File: src/rtl/wavpcm_pkg.sv
package wavpcm_pkg;

  localparam int HEADER_WINDOW_DEF = 150;
  localparam int POS_W = 9;
  localparam int MARK_W = 8;

  localparam logic [2:0] KIND_HEADER    = 3'd0;
  localparam logic [2:0] KIND_SAMPLE    = 3'd1;
  localparam logic [2:0] KIND_NO_FMT    = 3'd2;
  localparam logic [2:0] KIND_NO_DATA   = 3'd3;
  localparam logic [2:0] KIND_BAD_WIDTH = 3'd4;

  typedef struct packed {
    logic [7:0] data_byte;
    logic       end_of_file;
  } byte_item_t;

  typedef struct packed {
    logic [2:0]         kind;
    logic signed [31:0] sample;
    logic [15:0]        audio_format;
    logic [15:0]        channels;
    logic [31:0]        sample_rate;
    logic [31:0]        bytes_per_sec;
    logic [15:0]        block_align;
    logic [15:0]        bits_per_sample;
    logic [31:0]        data_size;
    logic               last;
  } result_item_t;

  typedef struct packed {
    logic       step;
    logic       clear;
    logic       set_width;
    logic       gather;
    logic       load;
    logic [2:0] kind;
  } dp_cmd_t;

  typedef struct packed {
    logic eof;
    logic fmt_seen;
    logic data_seen;
    logic header_point;
    logic window_end;
    logic width_ok;
    logic sample_full;
  } dp_status_t;

endpackage

File: src/rtl/wavpcm_ctrl.sv
module wavpcm_ctrl
  import wavpcm_pkg::*;
(
  input  logic       clk,
  input  logic       rst,
  input  logic       byte_valid,
  output logic       byte_ready,
  output logic       result_valid,
  input  logic       result_ready,
  input  dp_status_t status,
  output dp_cmd_t    cmd
);

  typedef enum logic [1:0] {
    ST_HEAD,
    ST_SAMPLES,
    ST_HALT
  } state_t;

  state_t state;
  state_t state_next;
  logic   halt;

  assign byte_ready = !result_valid || result_ready;

  always_comb begin
    cmd = '0;
    cmd.kind = KIND_HEADER;
    state_next = state;
    halt = 1'b0;
    cmd.step = byte_valid && byte_ready;
    if (cmd.step) begin
      case (state)
        ST_HEAD: begin
          if (status.header_point) begin
            if (!status.fmt_seen) begin
              cmd.load = 1'b1;
              cmd.kind = KIND_NO_FMT;
              halt = 1'b1;
            end else if (!status.width_ok) begin
              cmd.load = 1'b1;
              cmd.kind = KIND_BAD_WIDTH;
              halt = 1'b1;
            end else begin
              cmd.load = 1'b1;
              cmd.kind = KIND_HEADER;
              cmd.set_width = 1'b1;
              state_next = ST_SAMPLES;
            end
          end
          if (!cmd.load && (status.window_end || status.eof)) begin
            if (!status.fmt_seen) begin
              cmd.load = 1'b1;
              cmd.kind = KIND_NO_FMT;
              halt = 1'b1;
            end else if (!status.data_seen || status.eof) begin
              cmd.load = 1'b1;
              cmd.kind = KIND_NO_DATA;
              halt = 1'b1;
            end
          end
        end
        ST_SAMPLES: begin
          cmd.gather = 1'b1;
          if (status.sample_full) begin
            cmd.load = 1'b1;
            cmd.kind = KIND_SAMPLE;
          end
        end
        ST_HALT: begin
          cmd.load = 1'b0;
        end
        default: begin
          state_next = ST_HEAD;
        end
      endcase
      if (halt) begin
        state_next = ST_HALT;
      end
      if (status.eof) begin
        cmd.clear = 1'b1;
        state_next = ST_HEAD;
      end
    end
  end

  always_ff @(posedge clk) begin
    if (rst) begin
      state <= ST_HEAD;
      result_valid <= 1'b0;
    end else begin
      state <= state_next;
      if (cmd.load) begin
        result_valid <= 1'b1;
      end else if (result_ready) begin
        result_valid <= 1'b0;
      end
    end
  end

endmodule

File: src/rtl/wavpcm_dpath.sv
module wavpcm_dpath
  import wavpcm_pkg::*;
#(
  parameter int HEADER_WINDOW = HEADER_WINDOW_DEF
) (
  input  logic         clk,
  input  logic         rst,
  input  byte_item_t   byte_item,
  input  dp_cmd_t      cmd,
  output dp_status_t   status,
  output result_item_t result_item
);

  localparam logic [7:0]  CHAR_F    = 8'h66;
  localparam logic [7:0]  CHAR_D    = 8'h64;
  localparam logic [31:0] EXT_TWO   = 32'hFFFF0000;
  localparam logic [31:0] EXT_THREE = 32'hFF000000;

  logic [POS_W-1:0]  pos;
  logic              fmt_seen;
  logic [MARK_W-1:0] fmt_pos;
  logic              data_seen;
  logic [MARK_W-1:0] data_pos;
  logic [31:0]       fmt_lo;
  logic [63:0]       rates;
  logic [31:0]       fmt_hi;
  logic [31:0]       payload_size;
  logic [2:0]        width;
  logic [31:0]       acc;
  logic [1:0]        gathered;

  logic              fmt_seen_next;
  logic [MARK_W-1:0] fmt_pos_next;
  logic              data_seen_next;
  logic [MARK_W-1:0] data_pos_next;
  logic [31:0]       fmt_lo_next;
  logic [63:0]       rates_next;
  logic [31:0]       fmt_hi_next;
  logic [31:0]       payload_size_next;
  logic [31:0]       acc_next;
  logic [31:0]       sample_val;

  logic [7:0]        b;
  logic              in_window;
  logic [POS_W-1:0]  fmt_off;
  logic [POS_W-1:0]  data_off;
  logic              fmt_cap;
  logic              data_in;
  logic [3:0]        k;
  logic [15:0]       ch;
  logic [15:0]       ba;
  logic [18:0]       c1;
  logic [18:0]       c2;
  logic [18:0]       c3;
  logic [18:0]       c4;
  logic [18:0]       c5;
  logic [18:0]       bx;
  logic [2:0]        width_calc;
  logic              sample_full;
  result_item_t      result_next;

  always_comb begin
    b = byte_item.data_byte;
    in_window = pos < POS_W'(HEADER_WINDOW);

    fmt_seen_next = fmt_seen;
    fmt_pos_next = fmt_pos;
    if (in_window && !fmt_seen && b == CHAR_F) begin
      fmt_seen_next = 1'b1;
      fmt_pos_next = pos[MARK_W-1:0];
    end
    data_seen_next = data_seen;
    data_pos_next = data_pos;
    if (in_window && !data_seen && b == CHAR_D) begin
      data_seen_next = 1'b1;
      data_pos_next = pos[MARK_W-1:0];
    end

    fmt_off = pos - POS_W'(fmt_pos);
    fmt_cap = fmt_seen && (pos > POS_W'(fmt_pos)) &&
              (fmt_off >= POS_W'(8)) && (fmt_off <= POS_W'(23));
    k = 4'(fmt_off - POS_W'(8));
    fmt_lo_next = fmt_lo;
    rates_next = rates;
    fmt_hi_next = fmt_hi;
    if (fmt_cap) begin
      if (k < 4'd4) begin
        fmt_lo_next[{k[1:0], 3'b000} +: 8] = b;
      end else if (k < 4'd12) begin
        rates_next[{3'(k - 4'd4), 3'b000} +: 8] = b;
      end else begin
        fmt_hi_next[{k[1:0], 3'b000} +: 8] = b;
      end
    end

    data_off = pos - POS_W'(data_pos);
    data_in = data_seen && (pos >= POS_W'(data_pos));
    payload_size_next = payload_size;
    if (data_in && data_off >= POS_W'(4) && data_off <= POS_W'(7)) begin
      payload_size_next[{data_off[1:0], 3'b000} +: 8] = b;
    end

    ch = fmt_lo_next[31:16];
    ba = fmt_hi_next[15:0];
    c1 = {3'b000, ch};
    c2 = {2'b00, ch, 1'b0};
    c3 = c2 + c1;
    c4 = {1'b0, ch, 2'b00};
    c5 = c4 + c1;
    bx = {3'b000, ba};
    if (ch == 16'd0 || bx < c1) begin
      width_calc = 3'd0;
    end else if (bx < c2) begin
      width_calc = 3'd1;
    end else if (bx < c3) begin
      width_calc = 3'd2;
    end else if (bx < c4) begin
      width_calc = 3'd3;
    end else if (bx < c5) begin
      width_calc = 3'd4;
    end else begin
      width_calc = 3'd0;
    end

    acc_next = acc | (32'(b) << {gathered, 3'b000});
    sample_full = ({1'b0, gathered} + 3'd1) == width;
    sample_val = acc_next;
    if (width == 3'd2 && acc_next[15]) begin
      sample_val = acc_next | EXT_TWO;
    end else if (width == 3'd3 && acc_next[23]) begin
      sample_val = acc_next | EXT_THREE;
    end

    status.eof = byte_item.end_of_file;
    status.fmt_seen = fmt_seen_next;
    status.data_seen = data_seen_next;
    status.header_point = data_in && data_off == POS_W'(7);
    status.window_end = pos == POS_W'(HEADER_WINDOW - 1);
    status.width_ok = width_calc != 3'd0;
    status.sample_full = sample_full;

    result_next = '0;
    result_next.kind = cmd.kind;
    result_next.last = byte_item.end_of_file;
    if (cmd.kind == KIND_HEADER) begin
      result_next.audio_format = fmt_lo_next[15:0];
      result_next.channels = ch;
      result_next.sample_rate = rates_next[31:0];
      result_next.bytes_per_sec = rates_next[63:32];
      result_next.block_align = ba;
      result_next.bits_per_sample = fmt_hi_next[31:16];
      result_next.data_size = payload_size_next;
    end else if (cmd.kind == KIND_SAMPLE) begin
      result_next.sample = sample_val;
    end
  end

  always_ff @(posedge clk) begin
    if (cmd.load) begin
      result_item <= result_next;
    end
  end

  always_ff @(posedge clk) begin
    if (rst || (cmd.step && cmd.clear)) begin
      pos <= '0;
      fmt_seen <= 1'b0;
      fmt_pos <= '0;
      data_seen <= 1'b0;
      data_pos <= '0;
      fmt_lo <= '0;
      rates <= '0;
      fmt_hi <= '0;
      payload_size <= '0;
      width <= '0;
      acc <= '0;
      gathered <= '0;
    end else if (cmd.step) begin
      if (pos != '1) begin
        pos <= pos + POS_W'(1);
      end
      fmt_seen <= fmt_seen_next;
      fmt_pos <= fmt_pos_next;
      data_seen <= data_seen_next;
      data_pos <= data_pos_next;
      fmt_lo <= fmt_lo_next;
      rates <= rates_next;
      fmt_hi <= fmt_hi_next;
      payload_size <= payload_size_next;
      if (cmd.set_width) begin
        width <= width_calc;
      end
      if (cmd.gather) begin
        if (sample_full) begin
          acc <= '0;
          gathered <= '0;
        end else begin
          acc <= acc_next;
          gathered <= gathered + 2'd1;
        end
      end
    end
  end

endmodule

File: src/rtl/wav_header_and_pcm_unpacker.sv
// WAV header reader and PCM sample unpacker.
// Input channel (byte_valid/byte_ready/byte_item): one file byte per transfer,
// end_of_file set on the final byte of a file; the next byte starts a new file.
// Output channel (result_valid/result_ready/result_item): at most one result
// per byte: the header record, a sample, or an error code, with last set when
// it comes from the end_of_file byte.
// A result sits in the output register in the cycle after its byte's
// transfer. Throughput: one byte per cycle while the output is not stalled, set by the byte step
// of the datapath (marker search, field capture and sample assembly all
// complete in the cycle the byte is taken).
// The sample width check compares block_align against channels times one to
// five in that same step.
// Stall: while a result waits in the output register and the receiver holds
// result_ready low, byte_ready is low; a free or draining output register
// keeps bytes flowing.
// Reset: empty output register, all header and sample state cleared, ready
// for the first byte of a file.
module wav_header_and_pcm_unpacker
  import wavpcm_pkg::*;
#(
  parameter int HEADER_WINDOW = HEADER_WINDOW_DEF
) (
  input  logic         clk,
  input  logic         rst,
  input  logic         byte_valid,
  output logic         byte_ready,
  input  byte_item_t   byte_item,
  output logic         result_valid,
  input  logic         result_ready,
  output result_item_t result_item
);

  dp_cmd_t    cmd;
  dp_status_t status;

  wavpcm_ctrl u_ctrl (
    .clk          (clk),
    .rst          (rst),
    .byte_valid   (byte_valid),
    .byte_ready   (byte_ready),
    .result_valid (result_valid),
    .result_ready (result_ready),
    .status       (status),
    .cmd          (cmd)
  );

  wavpcm_dpath #(
    .HEADER_WINDOW (HEADER_WINDOW)
  ) u_dpath (
    .clk         (clk),
    .rst         (rst),
    .byte_item   (byte_item),
    .cmd         (cmd),
    .status      (status),
    .result_item (result_item)
  );

endmodule
File: config.mk
export PLATFORM = sky130hd
export DESIGN_NAME = wav_header_and_pcm_unpacker
export DESIGN_NICKNAME = d
export VERILOG_FILES = /design/src/rtl/wavpcm_pkg.sv /design/src/rtl/wavpcm_ctrl.sv /design/src/rtl/wavpcm_dpath.sv /design/src/rtl/wav_header_and_pcm_unpacker.sv
export SDC_FILE = /design/constraint.sdc
export NUM_CORES = 1
export LEC_CHECK = 0
export ABC_AREA = 1
export ABC_CLOCK_PERIOD_IN_PS = 9700
export BUFFER_PORTS_ARGS = -buffer_cell sky130_fd_sc_hd__buf_2
export CAP_MARGIN = 20
export CORE_MARGIN = 5
export CORE_UTILIZATION = 61
export DETAILED_ROUTE_END_ITERATION = 6
export GPL_TIMING_DRIVEN = 0
export PLACE_DENSITY = 0.87
export SYNTH_ARGS = -nofsm -noshare
export SYNTH_HDL_FRONTEND = slang
export SYNTH_HIERARCHICAL = 1
export SYNTH_SLANG_ARGS = --single-unit
File: constraint.sdc
create_clock -name clk -period 9.7 [get_ports clk]
set_input_delay 0 -clock clk [delete_from_list [all_inputs] [get_ports clk]]
set_output_delay 0 -clock clk [all_outputs]
set_load 0.02 [all_outputs]
# ---- After elaboration in Yosys (flattened, before gate mapping)
# Cells that the tools add are included.
dict set report totals {
  ff_bits 423
  word_cells 171
  input_bits 13
}
dict set report classes {
  n_shift 7
  muxes 58
  n_addsub 12
  bitwise_logic 2
  n_reduce_logical 39
  n_lt_le_gt_ge 14
  n_eq_ne 15
}
# operator count
set ops {}
lappend ops {{$mux W32} 9}
lappend ops {{$mux W64} 3}
lappend ops {{$bwmux W32} 3}
lappend ops {{$bwmux W64} 1}
lappend ops {{$shift A8 B7 Y32 const A} 2}
lappend ops {{$shift A8 B8 Y64 const A} 1}
lappend ops {{$shiftx A8 B7 Y32} 2}
lappend ops {{$shiftx A8 B8 Y64} 1}
lappend ops {{$lt A16 B19 Y1} 2}
lappend ops {{$mux W4} 8}
lappend ops {{$or A32 B32 Y32} 1}
lappend ops {{$shl A8 B5 Y32} 1}
lappend ops {{$add A18 B16 Y19} 1}
lappend ops {{$add A17 B16 Y18} 1}
lappend ops {{$lt A16 B18 Y1} 1}
lappend ops {{$mux W1} 18}
lappend ops {{$mux W3} 6}
lappend ops {{$sub A9 B8 Y9} 2}
lappend ops {{$lt A16 B17 Y1} 1}
lappend ops {{$eq A8 B7 Y1 const B} 2}
lappend ops {{$logic_and A1 B1 Y1} 16}
lappend ops {{$logic_not A16 Y1} 1}
lappend ops {{$lt A16 B16 Y1} 1}
lappend ops {{$neg A5 Y7} 2}
lappend ops {{41 further kinds} 61}

# ---- Logic depth before layout (Yosys ltp)
# Gate-level depths: netlist of run 1.
dict set report depth {
  word_depth 28
  mapped_depth 48
  mapped_depth_nobuf 46
}

# ---- Cells and area by module
# The synthesis of run 1 kept the hierarchy.
# mod cells_per_inst instances area_each_um2 seq_area_each_um2
set modules_own_cells {}
lappend modules_own_cells {wavpcm_dpath 2945 1 23125.9 10369.9}
lappend modules_own_cells {wavpcm_ctrl 61 1 360.3 60.1}

# ---- Least setup slack after synthesis of run 1
# No wires, ideal clock.
dict set report synth_timing {
  path_type {register to register}
  from {reg u_dpath.pos[0]}
  to {reg, netlist name u_dpath/result_item[131]}
  n_path_buf 8
  period_less_slack_ps 8259
  stages_incl_launch_ff 43
  t_arrival_ps 7984
  t_required_ps 9425
  setup_slack_ps 1441
  setup_time_ps 275
  cell_sequence {dfxtp_1 -> inv_1 -> ha_1 -> inv_1 -> buf_2 -> buf_1 -> ha_1 -> clkbuf_1 -> inv_1 -> nor2_2 -> nor2_2 -> nor2_2 -> nand3_4 -> inv_2 -> buf_4 -> nand3_1 -> buf_2 -> o21ai_0 -> (+7 left out) -> a21oi_1 -> o21ai_0 -> xnor2_1 -> ha_1 -> a21oi_1 -> nor2_1 -> a21oi_1 -> nand3_1 -> nand2_1 -> nor2_1 -> nand3_1 -> nand3_1 -> nor4_1 -> or3_1 -> clkbuf_1 -> clkbuf_1 -> clkbuf_1 -> nor2_1}
}
# element line_no
set synth_lines {}
lappend synth_lines {{start: declaration} wavpcm_dpath.sv:19} ;# logic [POS_W-1:0] pos;
lappend synth_lines {{start signal: assignment} wavpcm_dpath.sv:180} ;# pos <= pos + POS_W'(1);

==> results of run 1 <==
==> timing repair <==
action,in CTS,in global routing
setup endpoints to repair,198,189
gates resized for setup,25,34
endpoints found under the hold margin,8,0
buffers inserted,0,0
hold buffers,4,0
pin swaps,0,1
==> worst paths after layout <==
| kind | to | depth (start not counted) |
|---|---|---|
| setup / recovery | u_dpath/result_item[53]$_SDFFCE_PN0P_ | 39 |
| hold / removal | u_dpath/result_item[0]$_DFFE_PP_ | 2 |
| setup reg to reg | u_dpath/result_item[53]$_SDFFCE_PN0P_ | 39 |
| hold reg to reg | u_dpath/fmt_pos[0]$_SDFFE_PP0P_ | 2 |
==> per-stage QoR <==
step / utilization (%) / std cells
2_1_floorplan: - / 3006
3_3_place_gp: 66.4 / 3721
3_5_place_dp: 66.7 / 3725
4_1_cts: 70.7 / 3807
5_1_grt: 71.0 / 3809
6_report: 71.0 / 3810
==> cell type report <==
type	instances	area (um2)	area share, %
clock buffer	52	1120	4.17
clock inverter	28	298	1.11
inverter	573	2150	8.02
multi-input combinational	1869	10500	39.0
sequential	423	10400	38.8
tap	511	639	2.38
antenna	1	2.50	0.00931
buffer	139	611	2.27
timing repair buffer	214	1140	4.26
==> placed cells by master (no fill, tap or decap), types with 10 or more instances in the layout <==
cell type / instances
dfxtp_1: 227
nor2_1: 308
clkbuf_16: 43
o21ai_0: 225
nor3_1: 33
clkinv_2: 11
o31ai_1: 10
nand2_1: 493
a21oi_1: 223
nand3_1: 112
nand2_2: 13
nand4_1: 34
xnor2_1: 13
o211ai_1: 77
inv_2: 16
edfxtp_1: 196
clkbuf_1: 112
ha_1: 136
inv_1: 552
nor2_2: 12
clkbuf_2: 15
o21bai_1: 14
buf_2: 211
xor2_1: 24
a31oi_1: 21
==> power breakdown <==
part	total [uW]	internal (uW)	switching, uW
clock network	1680	944	736
registers	2020	1980	39.1
logic	891	254	636
total	4590	3180	1410
==> cell families (layout without fill, tap and decap cells) <==
family | Yosys count | after routing | share of synthesized area (%)
and+or+nand+nor | 1037 | 1037 | 18.6
xor gates and xnor gates | 38 | 38 | 1.50
buffers and inverters | 714 | 1006 | 11.7
DFF | 423 | 423 | 44.4
adders and majority gates | 142 | 142 | 7.69
other | 0 | 1 | 0
AOI/OAI and AO/OA | 643 | 643 | 15.8
muxes | 9 | 9 | 0.384
==> layer usage <==
layer | up-vias | GRT usage [%] | routed length (um)
met5 | - | 0 | 0
met4 | 0 | 18.8 | 4670
met3 | 329 | 7.59 | 8170
met2 | 1409 | 58.0 | 35800
met1 | 10575 | 43.0 | 28500
li1 | 10326 | - | -
==> sequential cells by signal, indices dropped and copies added, names as in the netlist <==
signal and count:
u_dpath/data_pos 8, u_dpath/width 3, u_ctrl/result_valid 1, u_dpath/data_seen 1, u_dpath/fmt_pos 8, u_dpath/rates 64, u_ctrl/state 2, u_dpath/fmt_seen 1
u_dpath/result_item 196, u_dpath/payload_size 32, u_dpath/fmt_hi 32, u_dpath/gathered 2, u_dpath/pos 9, u_dpath/acc 32, u_dpath/fmt_lo 32
==> critical path: cells and delay by family, from the launching register on <==
kind                       cells  cell delay [ns]
DFF                            1             0.41
AOI/OAI and AO/OA              8             1.75
and+or+nand+nor               16             2.89
adders and majority gates      4             1.47
xor gates and xnor gates       1             0.15
buffers and inverters         10             2.39
==> flow_metrics.py, run 1 <==
metrics = {
    "setup_path": {
        "cp-end-kind": "flop",
        "r2r_start": "u_dpath/pos[0]$_SDFFE_PP0P_",
        "worst_ep_arrival_time_ns": 9.67,
        "worstSetupPathType": "flop to flop",
        "start_kind": "flop",
        "crit_fanout": 11,
        "crit_start": "u_dpath/pos[0]$_SDFFE_PP0P_",
        "ff2ff_setup_slack_ns": 0.31,
        "cpPeakStageDelay_ns": 0.50,
        "cp.required_ns": 9.97,
        "cp_slowest_cell": "fa_1",
    },
    "global_route": {
        "grt_first_pass_wirelength_um": 116000,
        "grt_max_degree": 83,
        "first_global_vias": 21671,
        "track_usage_pct": 35.0,
        "antenna_found_initial": 0,
        "overflow": 0,
    },
    "clock_network": {
        "clk_latency_ns": 0.59,
        "clock_path_buffers": 3,
        "cts_root_buffer": "clkbuf_16",
        "htreeDepth": 2,
        "clkSinkCount": 423,
        "numCtsBuffers": 43,
        "clkTransAtPathRegs_ns": 0.06,
        "tritoncts": "done",
    },
    "detailed_routing": {
        "drt_first_pass_iters": 7,
        "ant_nets": 0,
        "avgViaCountPerCell": 5.94,
        "dr_total_vias": 22639,
        "wl_per_cell_um": 20.2,
        "route.detailed.drc": 1,
        "drt_iter0_drc": 2678,
        "wirelength_um": 77100,
    },
    "floorplanning": {
        "core-area_um2": 37800,
        "initial_utilization_pct": 62.1,
        "die_h_um": 206,
        "num_rows": 71,
        "pin_count": 211,
        "dieWidth_um": 206,
        "dieArea_um2": 42500,
    },
    "yosys": {
        "ys_top_cells_by_count": "552 x inv_1, 494 x nand2_1, 308 x nor2_1, 229 x o21ai_0",
        "synth_area_leaders": "edfxtp_1 25%, dfxtp_1 19%, inv_1 8.8%",
        "async_reset_ff_share_pct": 0,
        "synth.most_common_cell": "inv_1",
        "synth-edff-count": 196,
        "ys.flop_type": "dfxtp_1",
        "syn_avg_cell_area_um2": 7.81,
        "synth_top_area_share_pct": 25.1,
        "synth_area_leader_cell": "edfxtp_1",
        "synth_cell_types": 62,
        "synth-seq-cells": 423,
        "ys_seq_area_share_pct": 44.4,
        "syn-cell-area_um2": 23500,
        "syn_inst": 3006,
        "ys_warn_count": 6,
        "syn_nets": 3161,
    },
    "timing": {
        "rsz0062_at_grt": "no",
        "slew_headroom_pct": 14.7,
        "clock.fmax_mhz": 106,
        "final-max-slew-violation-count": 0,
        "worst_hold_slack_ns": 0.166,
        "fin_crit_sh_pct": 96.8,
        "tightest_slew_ns": 1.27,
        "fin_tns_setup_ns": 0,
        "finalHoldViolCount": 0,
        "fin_skew_ns": 0.0258,
        "fin_crit_ns": 9.39,
        "final-setup-viol-count": 0,
        "worst_slack_ns": 0.306,
    },
    "hold_path": {
        "hold_class": "input port to flop",
        "worstHoldStart": "byte_item[0]",
    },
    "placement": {
        "pre_cts_slack_ns": -2.53,
        "hpwl_um": 56400,
        "post_dp_cell_area_um2": 25200,
        "numPortBuffers": 204,
        "gp_congestion": 0.960,
    },
    "outcome": {
        "failed_checks": "DRC",
        "status": "complete, but fails checks",
    },
    "pwr": {
        "p_total_uw": 4590,
        "leakage_uw": 0.0126,
        "power_density_nw_per_um2": 171,
        "max-vdd-ir-drop_mv": 0.114,
    },
    "layout": {
        "drive_gt1_share_pct": 12.1,
        "final_area_um2": 26900,
        "fillers": 2924,
        "area_growth_pct": 14.4,
        "nets": 3418,
    },
    "run": {
        "max-cap-violations": 0,
    },
}
Note: power is estimated with default switching activity, not from simulation.
==> run 2, diff against run 1 <==
--- a/config.mk
+++ b/config.mk
@@ -14,6 +14,7 @@
 export DETAILED_ROUTE_END_ITERATION = 6
 export GPL_TIMING_DRIVEN = 0
 export PLACE_DENSITY = 0.87
+export SKIP_CTS_REPAIR_TIMING = 1
 export SYNTH_ARGS = -nofsm -noshare
 export SYNTH_HDL_FRONTEND = slang
 export SYNTH_HIERARCHICAL = 1
==> constraint.sdc (replaced) <==
create_clock -name clk -period 9.7 [get_ports clk]
set_input_delay 0.97 -clock clk [delete_from_list [all_inputs] [get_ports clk]]
set_output_delay 0.97 -clock clk [all_outputs]
set_load 0.02 [all_outputs]
==> flow_metrics.py, run 2 (synthesis gave the netlist of run 1 again) <==
metrics = {
    "outcome": {
        "status": "finished, final reports clean",
    },
    "layout": {
        "top_regs": "u_dpath/result_item: 196 flops, u_dpath/rates: 64 flops",
        "final_common_cell": "inv_1",
        "fillers": 2939,
        "ff_latch_area_um2": 10400,
        "largest_reg_flops": 196,
        "drive_gt1_share_pct": 12.0,
        "layout_common_cells": "552 x inv_1, 493 x nand2_1, 308 x nor2_1",
        "post-route-util_pct": 70.8,
        "fin_cells": 3807,
        "area_growth_pct": 14.2,
        "multi_input_area_um2": 10500,
        "nets": 3415,
        "largest-register": "u_dpath/result_item",
    },
    "detailed_routing": {
        "dr_total_vias": 22554,
        "drt_first_pass_iters": 7,
        "drt_iter0_drc": 2700,
        "wirelength_um": 76400,
        "wl_per_cell_um": 20.1,
        "route.detailed.drc": 0,
        "ant_nets": 0,
        "avgViaCountPerCell": 5.92,
    },
    "clock_network": {
        "clkTransAtPathRegs_ns": 0.06,
        "clock_path_buffers": 3,
        "clkSinkCount": 423,
        "cts_root_buffer": "clkbuf_16",
        "numCtsBuffers": 43,
        "tritoncts": "done",
        "htreeDepth": 2,
        "clk_latency_ns": 0.59,
    },
    "timing": {
        "fin_skew_ns": 0.0223,
        "fin_tns_setup_ns": 0,
        "slew_headroom_pct": 12.5,
        "rsz0062_at_grt": "no",
        "final-setup-viol-count": 0,
        "fin_crit_ns": 9.40,
        "finalHoldViolCount": 0,
        "worst_slack_ns": 0.298,
        "fin_crit_sh_pct": 96.9,
        "clock.fmax_mhz": 106,
        "tightest_slew_ns": 1.31,
        "final-max-slew-violation-count": 0,
    },
    "placement": {
        "gp_congestion": 0.960,
        "pre_cts_slack_ns": -2.53,
        "numPortBuffers": 204,
        "dp.cells": 3725,
        "hpwl_um": 56400,
    },
    "setup_path": {
        "cp_slowest_cell": "clkbuf_1",
        "start_kind": "flop",
        "cpPeakStageDelay_ns": 0.51,
        "crit_start": "u_dpath/pos[0]$_SDFFE_PP0P_",
        "worstSetupPathType": "flop to flop",
        "cp-end-kind": "flop",
        "crit_fanout": 11,
        "worst_ep_arrival_time_ns": 9.68,
        "r2r_start": "u_dpath/pos[0]$_SDFFE_PP0P_",
        "cp.required_ns": 9.97,
        "ff2ff_setup_slack_ns": 0.30,
    },
    "floorplanning": {
        "dieArea_um2": 42500,
        "pin_count": 211,
        "core-area_um2": 37800,
        "num_rows": 71,
        "dieWidth_um": 206,
        "die_h_um": 206,
        "initial_utilization_pct": 62.1,
    },
    "pwr": {
        "leakage_uw": 0.0126,
        "power_density_nw_per_um2": 171,
        "max-vdd-ir-drop_mv": 0.112,
    },
    "hold_path": {
        "worstHoldStart": "u_dpath/fmt_pos[7]$_SDFFE_PP0P_",
        "hold_class": "flop to flop",
    },
    "run": {
        "max-cap-violations": 0,
    },
    "global_route": {
        "antenna_found_initial": 0,
        "first_global_vias": 21499,
        "grt_max_degree": 83,
        "overflow": 0,
        "track_usage_pct": 34.8,
        "grt_first_pass_wirelength_um": 115000,
    },
}
run 2: layer usage:
metal	wire length, um	GRT usage, %	up-vias
li1	-	-	10344
met4	4750	19.6	0
met3	8350	7.50	331
met1	28000	42.7	10449
met5	0	0	-
met2	35300	57.2	1430
run 2: where the power goes:
| part | internal [uW] | total (uW) | switching, uW |
|---|---|---|---|
| registers | 1980 | 2020 | 39.3 |
| clock network | 944 | 1680 | 735 |
| logic | 253 | 884 | 631 |
run 2: path summary, 6_finish.rpt:
kind                                           end  depth (start not counted)
max          u_dpath/result_item[54]$_SDFFCE_PN0P_                         39
min                u_dpath/fmt_pos[7]$_SDFFE_PP0P_                          2
max reg2reg  u_dpath/result_item[54]$_SDFFCE_PN0P_                         39
min reg2reg        u_dpath/fmt_pos[7]$_SDFFE_PP0P_                          2
run 2: critical path, delay by kind of cell (launching register included):
kind            cells  cell delay, ns
fa+ha+maj           4            1.47
simple gates       16            2.86
compound gates      8            1.74
xor+xnor            1            0.15
flops               1            0.42
buf+inv            10            2.41
run 2: layout make-up:
type,instances,area share [%]
Multi-Input combinational cell,1869,39.0
Sequential cell,423,38.9
Inverter,573,8.04
Clock buffer,52,4.18
Timing Repair Buffer,211,4.14
Tap cell,511,2.38
Buffer,139,2.25
Clock inverter,28,1.11
Antenna cell,1,0.00933
run 2: metrics by stage:
| step | power (uW) | instance area, um2 | hold slack (ns) |
|---|---|---|---|
| finish | 4580 | 26800 | 0.457 |
| global route | 4760 | 26800 | 0.484 |
| CTS | 4560 | 26600 | 0.453 |
| detailed placement | 2900 | 25200 | 0.443 |
| global placement | 2870 | 25100 | 0.437 |
| floorplan | 2630 | 23500 | 0.427 |
